--- src/rtl/four_button_mode_selector_macros.svh ---
// ----------------------------------------------------------------------------
// four_button_mode_selector assertion macros
// Property shorthands clocked on clk and disabled while arst_n is low.
// ----------------------------------------------------------------------------
`ifndef FOUR_BUTTON_MODE_SELECTOR_MACROS_SVH
`define FOUR_BUTTON_MODE_SELECTOR_MACROS_SVH

// Same-cycle implication
`define FBMS_ASSERT_IMP(lbl, ante, cons, msg) \
	lbl: assert property (@(posedge clk) disable iff (!arst_n) (ante) |-> (cons)) \
		else $error(msg);

// Next-cycle implication
`define FBMS_ASSERT_NXT(lbl, ante, cons, msg) \
	lbl: assert property (@(posedge clk) disable iff (!arst_n) (ante) |=> (cons)) \
		else $error(msg);

`endif

--- src/rtl/fbms_pkg.sv ---
`timescale 1ns / 1ps
// ----------------------------------------------------------------------------
// fbms_pkg
// Shared constants, result type and a helper for the four-button mode selector.
// ----------------------------------------------------------------------------
package fbms_pkg;

	localparam int NUM_BTNS = 4;
	localparam int CNT_W    = 9;
	localparam int LIMIT_W  = 8;

	// Lane order
	localparam int BTN_UP    = 0;
	localparam int BTN_DOWN  = 1;
	localparam int BTN_SEND  = 2;
	localparam int BTN_PROTO = 3;

	localparam logic [2:0] MODE_MIN = 3'd1;
	localparam logic [2:0] MODE_MAX = 3'd5;

	localparam logic [1:0] PROTO_UART = 2'd1;
	localparam logic [1:0] PROTO_SPI  = 2'd2;
	localparam logic [1:0] PROTO_MAX  = 2'd3;

	localparam logic [LIMIT_W-1:0] LIMIT_RESET = 8'd20;

	// Action codes
	localparam logic ACT_TICK = 1'b0;
	localparam logic ACT_RX   = 1'b1;

	typedef struct packed {
		logic [2:0] mode;
		logic [4:0] mode_leds;
		logic [1:0] link_select;
		logic       send_valid;
		logic       send_channel;
		logic [7:0] send_byte;
		logic       error;
	} fbms_result_t;

	// One-hot LED pattern, bit mode-1 set
	function automatic logic [4:0] mode_onehot(input logic [2:0] m);
		logic [4:0] r;
		r = 5'd0;
		case (m)
			3'd1:    r = 5'b00001;
			3'd2:    r = 5'b00010;
			3'd3:    r = 5'b00100;
			3'd4:    r = 5'b01000;
			3'd5:    r = 5'b10000;
			default: r = 5'd0;
		endcase
		return r;
	endfunction

endpackage

--- src/rtl/fbms_lane.sv ---
`timescale 1ns / 1ps
// ----------------------------------------------------------------------------
// fbms_lane
// Counter debounce for one button: press and release counters, pressed flag.
// ----------------------------------------------------------------------------
module fbms_lane (
	input  logic                            clk,
	input  logic                            arst_n,
	input  logic                            tick,
	input  logic                            active,
	input  logic [fbms_pkg::LIMIT_W-1:0]    limit,
	output logic                            fire
);

	logic [fbms_pkg::CNT_W-1:0] press_q, press_nx, press_inc;
	logic [fbms_pkg::CNT_W-1:0] rel_q, rel_nx, rel_inc;
	logic [fbms_pkg::CNT_W-1:0] limit_ext;
	logic                       pressed_q, pressed_nx;

	assign press_inc = press_q + fbms_pkg::CNT_W'(1);
	assign rel_inc   = rel_q + fbms_pkg::CNT_W'(1);
	assign limit_ext = {1'b0, limit};

	// Press stage when active, release stage when idle and held
	always_comb begin
		press_nx   = press_q;
		rel_nx     = rel_q;
		pressed_nx = pressed_q;
		fire       = 1'b0;
		if (tick) begin
			if (active) begin
				if (press_inc > limit_ext) begin
					press_nx = '0;
					if (!pressed_q) begin
						pressed_nx = 1'b1;
						fire       = 1'b1;
					end
				end else begin
					press_nx = press_inc;
				end
			end else if (pressed_q) begin
				if (rel_inc > limit_ext) begin
					rel_nx     = '0;
					pressed_nx = 1'b0;
				end else begin
					rel_nx = rel_inc;
				end
			end
		end
	end

	always_ff @(posedge clk or negedge arst_n) begin
		if (!arst_n) begin
			press_q   <= '0;
			rel_q     <= '0;
			pressed_q <= 1'b0;
		end else begin
			press_q   <= press_nx;
			rel_q     <= rel_nx;
			pressed_q <= pressed_nx;
		end
	end

endmodule

--- src/rtl/fbms_merge.sv ---
`timescale 1ns / 1ps
// ----------------------------------------------------------------------------
// fbms_merge
// Combines lane fire events in button order into mode, protocol and send, or applies a received mode byte.
// ----------------------------------------------------------------------------
module fbms_merge (
	input  logic                                 clk,
	input  logic                                 arst_n,
	input  logic                                 upd,
	input  logic                                 action,
	input  logic [7:0]                           rx_byte,
	input  logic [fbms_pkg::NUM_BTNS-1:0]        fire,
	output fbms_pkg::fbms_result_t               res
);

	logic [2:0] mode_q, mode_up, mode_dn, mode_nx;
	logic [1:0] proto_q, proto_nx;
	logic       error_q, error_nx;
	logic       snd_v, snd_ch;
	logic [7:0] snd_b;

	// Up then down, on the running mode
	assign mode_up = fire[fbms_pkg::BTN_UP] ?
		((mode_q >= fbms_pkg::MODE_MAX) ? fbms_pkg::MODE_MIN : mode_q + 3'd1) : mode_q;
	assign mode_dn = fire[fbms_pkg::BTN_DOWN] ?
		((mode_up <= fbms_pkg::MODE_MIN) ? fbms_pkg::MODE_MAX : mode_up - 3'd1) : mode_up;

	// Next state and send decision
	always_comb begin
		mode_nx  = mode_q;
		proto_nx = proto_q;
		error_nx = error_q;
		snd_v    = 1'b0;
		snd_ch   = 1'b0;
		snd_b    = 8'd0;
		if (action == fbms_pkg::ACT_RX) begin
			if (rx_byte >= 8'(fbms_pkg::MODE_MIN) && rx_byte <= 8'(fbms_pkg::MODE_MAX)) begin
				mode_nx = rx_byte[2:0];
			end else begin
				error_nx = 1'b1;
			end
		end else begin
			mode_nx = mode_dn;
			if (fire[fbms_pkg::BTN_SEND] &&
				(proto_q == fbms_pkg::PROTO_UART || proto_q == fbms_pkg::PROTO_SPI)) begin
				snd_v  = 1'b1;
				snd_ch = (proto_q == fbms_pkg::PROTO_SPI);
				snd_b  = {5'd0, mode_dn};
			end
			if (fire[fbms_pkg::BTN_PROTO]) begin
				proto_nx = (proto_q >= fbms_pkg::PROTO_MAX) ? fbms_pkg::PROTO_UART
					: proto_q + 2'd1;
			end
		end
	end

	always_ff @(posedge clk or negedge arst_n) begin
		if (!arst_n) begin
			mode_q  <= fbms_pkg::MODE_MIN;
			proto_q <= fbms_pkg::PROTO_UART;
			error_q <= 1'b0;
		end else if (upd) begin
			mode_q  <= mode_nx;
			proto_q <= proto_nx;
			error_q <= error_nx;
		end
	end

	// Result of this transaction
	always_comb begin
		res.mode         = mode_nx;
		res.mode_leds    = fbms_pkg::mode_onehot(mode_nx);
		res.link_select  = proto_nx;
		res.send_valid   = snd_v;
		res.send_channel = snd_ch;
		res.send_byte    = snd_b;
		res.error        = error_nx;
	end

endmodule

--- src/rtl/four_button_mode_selector.sv ---
`timescale 1ns / 1ps
// ----------------------------------------------------------------------------
// four_button_mode_selector
// Four debounced buttons select a mode and protocol and trigger a mode send; rx_byte can also set the mode.
// ----------------------------------------------------------------------------
// Channel   Handshake              Payload
// in        in_valid / in_ready    action, btn_*_level, rx_byte
// out       out_valid / out_ready  mode, mode_leds, link_select, send_*, error
// cfg       cfg_we                 cfg_wdata (debounce limit)
//
// One transaction per cycle while in_ready is high; its result is registered and
// appears in the cycle after acceptance. The merge updates state on acceptance; the four lanes do so on tick actions.
// in_ready is high while the output register is empty or being drained.
// Reset leaves mode 1, protocol 1, counters cleared and limit 20.
// ----------------------------------------------------------------------------
`include "four_button_mode_selector_macros.svh"

module four_button_mode_selector (
	input  logic       clk,
	input  logic       arst_n,
	input  logic       in_valid,
	output logic       in_ready,
	input  logic       action,
	input  logic       btn_up_level,
	input  logic       btn_down_level,
	input  logic       btn_send_level,
	input  logic       btn_proto_level,
	input  logic [7:0] rx_byte,
	output logic       out_valid,
	input  logic       out_ready,
	output logic [2:0] mode,
	output logic [4:0] mode_leds,
	output logic [1:0] link_select,
	output logic       send_valid,
	output logic       send_channel,
	output logic [7:0] send_byte,
	output logic       error,
	input  logic       cfg_we,
	input  logic [7:0] cfg_wdata
);

	logic [fbms_pkg::LIMIT_W-1:0]  limit_q;
	logic                          in_acc, tick;
	logic [fbms_pkg::NUM_BTNS-1:0] act, fire;
	fbms_pkg::fbms_result_t        res, out_q;
	logic                          out_valid_q;

	assign in_ready = !out_valid_q || out_ready;
	assign in_acc   = in_valid && in_ready;
	assign tick     = in_acc && (action == fbms_pkg::ACT_TICK);

	// Debounce limit register
	always_ff @(posedge clk or negedge arst_n) begin
		if (!arst_n) begin
			limit_q <= fbms_pkg::LIMIT_RESET;
		end else if (cfg_we) begin
			limit_q <= cfg_wdata;
		end
	end

	// Active-low pins
	assign act[fbms_pkg::BTN_UP]    = !btn_up_level;
	assign act[fbms_pkg::BTN_DOWN]  = !btn_down_level;
	assign act[fbms_pkg::BTN_SEND]  = !btn_send_level;
	assign act[fbms_pkg::BTN_PROTO] = !btn_proto_level;

	// Debounce lanes
	for (genvar b = 0; b < fbms_pkg::NUM_BTNS; b++) begin : g_lane
		fbms_lane u_lane (
			.clk    (clk),
			.arst_n (arst_n),
			.tick   (tick),
			.active (act[b]),
			.limit  (limit_q),
			.fire   (fire[b])
		);
	end

	fbms_merge u_merge (
		.clk     (clk),
		.arst_n  (arst_n),
		.upd     (in_acc),
		.action  (action),
		.rx_byte (rx_byte),
		.fire    (fire),
		.res     (res)
	);

	// Output register
	always_ff @(posedge clk or negedge arst_n) begin
		if (!arst_n) begin
			out_valid_q <= 1'b0;
			out_q       <= '0;
		end else begin
			if (in_acc) begin
				out_valid_q <= 1'b1;
				out_q       <= res;
			end else if (out_ready) begin
				out_valid_q <= 1'b0;
			end
		end
	end

	assign out_valid    = out_valid_q;
	assign mode         = out_q.mode;
	assign mode_leds    = out_q.mode_leds;
	assign link_select  = out_q.link_select;
	assign send_valid   = out_q.send_valid;
	assign send_channel = out_q.send_channel;
	assign send_byte    = out_q.send_byte;
	assign error        = out_q.error;

	// Checks
	`FBMS_ASSERT_IMP(a_mode_range, out_valid, (mode >= fbms_pkg::MODE_MIN && mode <= fbms_pkg::MODE_MAX), "mode out of range")
	`FBMS_ASSERT_IMP(a_leds_onehot, out_valid, $onehot(mode_leds), "mode LEDs not one-hot")
	`FBMS_ASSERT_IMP(a_send_byte, out_valid && send_valid, send_byte == 8'(mode), "send byte off")
	`FBMS_ASSERT_NXT(a_error_sticky, error, error, "error flag dropped")

endmodule
--- config.mk ---
export PLATFORM = sky130hd
export DESIGN_NAME = four_button_mode_selector
export DESIGN_NICKNAME = d
export VERILOG_FILES = /design/src/rtl/fbms_pkg.sv /design/src/rtl/fbms_lane.sv /design/src/rtl/fbms_merge.sv /design/src/rtl/four_button_mode_selector.sv
export VERILOG_INCLUDE_DIRS = /design/src /design/src/rtl
export SDC_FILE = /design/constraint.sdc
export NUM_CORES = 1
export LEC_CHECK = 0
export ABC_AREA = 1
export BUFFER_PORTS_ARGS = -buffer_cell sky130_fd_sc_hd__buf_2
export CAP_MARGIN = 20
export CORE_MARGIN = 2
export CORE_UTILIZATION = 45
export CTS_BUF_LIST = sky130_fd_sc_hd__clkbuf_16
export CTS_CLUSTER_SIZE = 25
export DETAILED_ROUTE_END_ITERATION = 8
export GPL_TIMING_DRIVEN = 0
export HOLD_SLACK_MARGIN = 0.03
export PLACE_DENSITY = 0.63
export SLEW_MARGIN = 25
export SYNTH_ARGS = -nofsm -noshare
export SYNTH_HDL_FRONTEND = slang
export SYNTH_SLANG_ARGS = --single-unit
--- constraint.sdc ---
create_clock -name clk -period 3.7 [get_ports clk]
set_clock_uncertainty 0.1 [all_clocks]
set_input_delay 0.555 -clock clk [delete_from_list [all_inputs] [get_ports clk]]
set_output_delay 0.555 -clock clk [all_outputs]
set_load 0.05 [all_outputs]
==> reports/metrics.cfg <==
[global_routing]
grt_first_pass_wirelength_mm=25.7
grt.busiest_layer=met2
grt_max_degree=57
grt.overflow.total=0
grt_pass1_vias=5438
gr-usage-met3_pct=4.17
antenna_found_initial=0
gr-usage-all-layers_pct=19.7
met2_usage_pct=32.7
met1_usage_pct=26.3

[logic_synthesis]
netlist.area_leader.share_pct=35.6
synth_top_area_cell=dfrtp_1
synth-seq-cells=103
synth-async-reset-ratio_pct=100
synth_ff_type=dfrtp_1
synth_area_sq_mm=0.00695
synth.avg_cell_area_sq_um=7.94
postSynthCellCount=875
ys_seq_area_share_pct=37.2
yosysWarningCount=0
synth_edf_count=0
ys_types=44
synth.area.top_cells=dfrtp_1 (36%), ha_1 (14%), nand2_1 (8.5%)

[setup_path]
slowest_delay_ns=0.39
cp_max_fo=5
reg2reg_from=g_lane[0].u_lane.press_q[0]
path_delay_family=simple AND/OR/NAND/NOR gates
crit_end=mode[1]
reg2reg_to=mode[1]
crit_type=flip-flop to flip-flop
crit_path_frequent_cell=inv_1
startpoint=g_lane[0].u_lane.press_q[0]
cp-start-kind=flip-flop
rr_worst_depth=21
rrSetupSlack_ns=0.35
crit_chain=ha_2 -> nand3_2 -> nor2_4 -> xor2_1 -> inv_1 -> ha_1 -> nand2_1 -> inv_1 -> nand4_1 -> a21o_1 -> nand3_1 -> nand2_1 -> nand2_2 -> inv_1 -> ha_1 -> inv_1 -> nor2_1 -> nand3_1 -> nand2_1 -> a21oi_2 -> o21ai_0
worstSetupEndpointType=flip-flop
crit_buf_inv=4
cp_slowest_cell=dfrtp_1
critPathArrivalTime_ns=3.48
worstPathRequired_ns=3.82
cp_num_cells=21

[route]
drtIter0Drc=286
num_vias=5680
wl_per_cell_microns=13.3
remaining_drc_errors=0
ant_nets=0
drt-total-wl_mm=15.0
dr.pass1.iters=4
vias_per_cell=5.04

[power]
ir_worst_vdd_uv=280
p_per_area_mw_per_mm2=623
leakage_uw=0.00410

[place]
port_buffers=43
dpl.hpwl_mm=11.1
routabilityCongestion=0.853
dp_slack_ns=0.266

[sta]
setup_viol=0
period_share_pct=90.6
period_needed_ns=3.35
worst_hold_slack_ns=0.0288
setup_slack_ns=0.346
worstMarginPinSlew_ns=0.605
slew_violations=0
hold_viol=0
max_freq_mhz=298
maxSlewHeadroom_pct=59.3

[clocking]
clock-root-buffer=clkbuf_16
clock_latency_ns=0.36
ctsHtreeMaxLevel=3
path_clk_slew_ns=0.07
clock-sinks=103
cts_hold_buf=0
cts_buffer_depth=2
cts_tree=built
cts_buffers=9

[final_layout]
n_antenna_cell=0
fin_nets=1040
drive_gt1_share_pct=11.3
layout-area-overhead-vs-synth_pct=11.8
n_fill_cell=1443

[die]
die_w_microns=128
fp.dieH_microns=128
start_util_pct=45.9
io_pins=49
dieArea_sq_mm=0.0165
num_rows=45
core-area_sq_mm=0.0151

[outcome]
status=finished, final reports clean

[run]
cap_viol_max_count=0

[hold_path]
hold_class=input pin to async pin

## power by group
part	total, uW	switching, uW	internal (uW)
combinational	2180	1380	797
clock	939	423	516
sequential	1720	260	1460
total	4840	2060	2780
## logic make-up after synthesis
logic type / after synthesis / synth area share, %
fa+ha+maj: 78 / 14.0
compound gates: 160 / 12.7
flops: 103 / 37.2
simple gates: 335 / 21.6
mux: 3 / 0.450
buf+inv: 155 / 9.04
other cells: 1 / 0.0540
xor+xnor: 40 / 5.04
## area by class of cell
type	count	area (sq um)	share of cell area, %
clock inverter	6	56.3	0.725
clock buffer	9	225	2.90
multi-input combinational	621	3780	48.6
timing repair buffer	46	264	3.40
buffer	18	114	1.47
tap	188	235	3.03
sequential	103	2580	33.2
inverter	137	514	6.62
## worst register-to-register path: stages, from the launching register on
cell and delay [ns]:
dfrtp_1 0.39, ha_2 0.22, nand3_2 0.12, nor2_4 0.14, xor2_1 0.19, inv_1 0.08
ha_1 0.29, nand2_1 0.05, inv_1 0.06, nand4_1 0.10, a21o_1 0.22, nand3_1 0.14
nand2_1 0.08, nand2_2 0.09, inv_1 0.08, ha_1 0.29, inv_1 0.05, nor2_1 0.03
nand3_1 0.07, nand2_1 0.11, a21oi_2 0.20, o21ai_0 0.12
## per-stage QoR
stage	instances	TNS, ns	utilization, %	area (sq um)	total power (uW)
final	1128	0	51.3	7770	4840
after global routing	1128	-0.0291	51.3	7770	5330
after CTS	1126	0	51.0	7730	4870
after detailed placement	1111	0	49.2	7450	3900
after global placement	1110	0	49.0	7420	3850
after floorplan	879	0	-	6970	3370
## cell usage in the layout, fill, tap and decap left out, types with 4 or more instances in the layout
cell type	n
nor2_2	4
inv_1	137
clkbuf_1	7
xor2_1	36
ha_1	77
nand2_2	8
o31ai_1	8
nor3_1	16
o21ai_0	97
clkbuf_16	9
nor2_1	57
nor4_1	4
buf_2	43
buf_4	10
conb_1	5
nand4_1	14
a21oi_1	34
nand3_1	60
dfrtp_1	99
dfstp_2	4
nand2_1	157
o22ai_1	6
## synth_stat cells (6+ instances only)
cell type and count:
o22ai_1 6, dfrtp_1 99, ha_1 78, nand4_1 14, inv_1 135, nand2_2 7, o21ai_0 98, clkbuf_1 7
buf_4 8, xor2_1 37, a21oi_1 34, nand2_1 158, nand3_1 61, nor2_1 58, o31ai_1 8, nor3_1 16
## per-layer routing
layer / share of wire, % / wire (microns) / vias to the layer above
li1: - / - / 2995
met1: 49 / 7350 / 2631
met3: 2.8 / 423 / 8
met4: 0.96 / 144 / 0
met2: 47 / 7090 / 46
met5: 0 / 0 / -
## worst min path at each step
stage | start | to | slack [ns] | cells after the start
5_1_grt | arst_n | g_lane[2].u_lane.rel_q[3] | 0.06 | 1
4_1_cts | arst_n | g_lane[2].u_lane.rel_q[2] | 0.04 | 1
2_1_floorplan | arst_n | g_lane[0].u_lane.press_q[0] | 0.16 | 0
3_3_place_gp | u_merge.error_q | u_merge.error_q | 0.35 | 1
6_report | arst_n | g_lane[2].u_lane.rel_q[2] | 0.03 | 1
3_5_place_dp | u_merge.error_q | u_merge.error_q | 0.35 | 1
## registers in the layout, indices dropped and copies added, names as in the netlist
register / cells
g_lane.u_lane.press_q: 36
send_valid: 1
link_select: 2
send_channel: 1
u_merge.error_q: 1
mode_leds: 5
u_merge.mode_q: 1
u_merge.proto_q: 1
g_lane.u_lane.rel_q: 36
limit_q: 8
mode: 3
g_lane.u_lane.pressed_q: 4
out_valid: 1
send_byte: 3
## timing repair
action,CTS,global route
endpoints found under the hold margin,0,0
gates resized for setup,0,7
endpoints found under the setup margin,0,9
setup buffers,0,2
(Power assumes the default switching activity.)
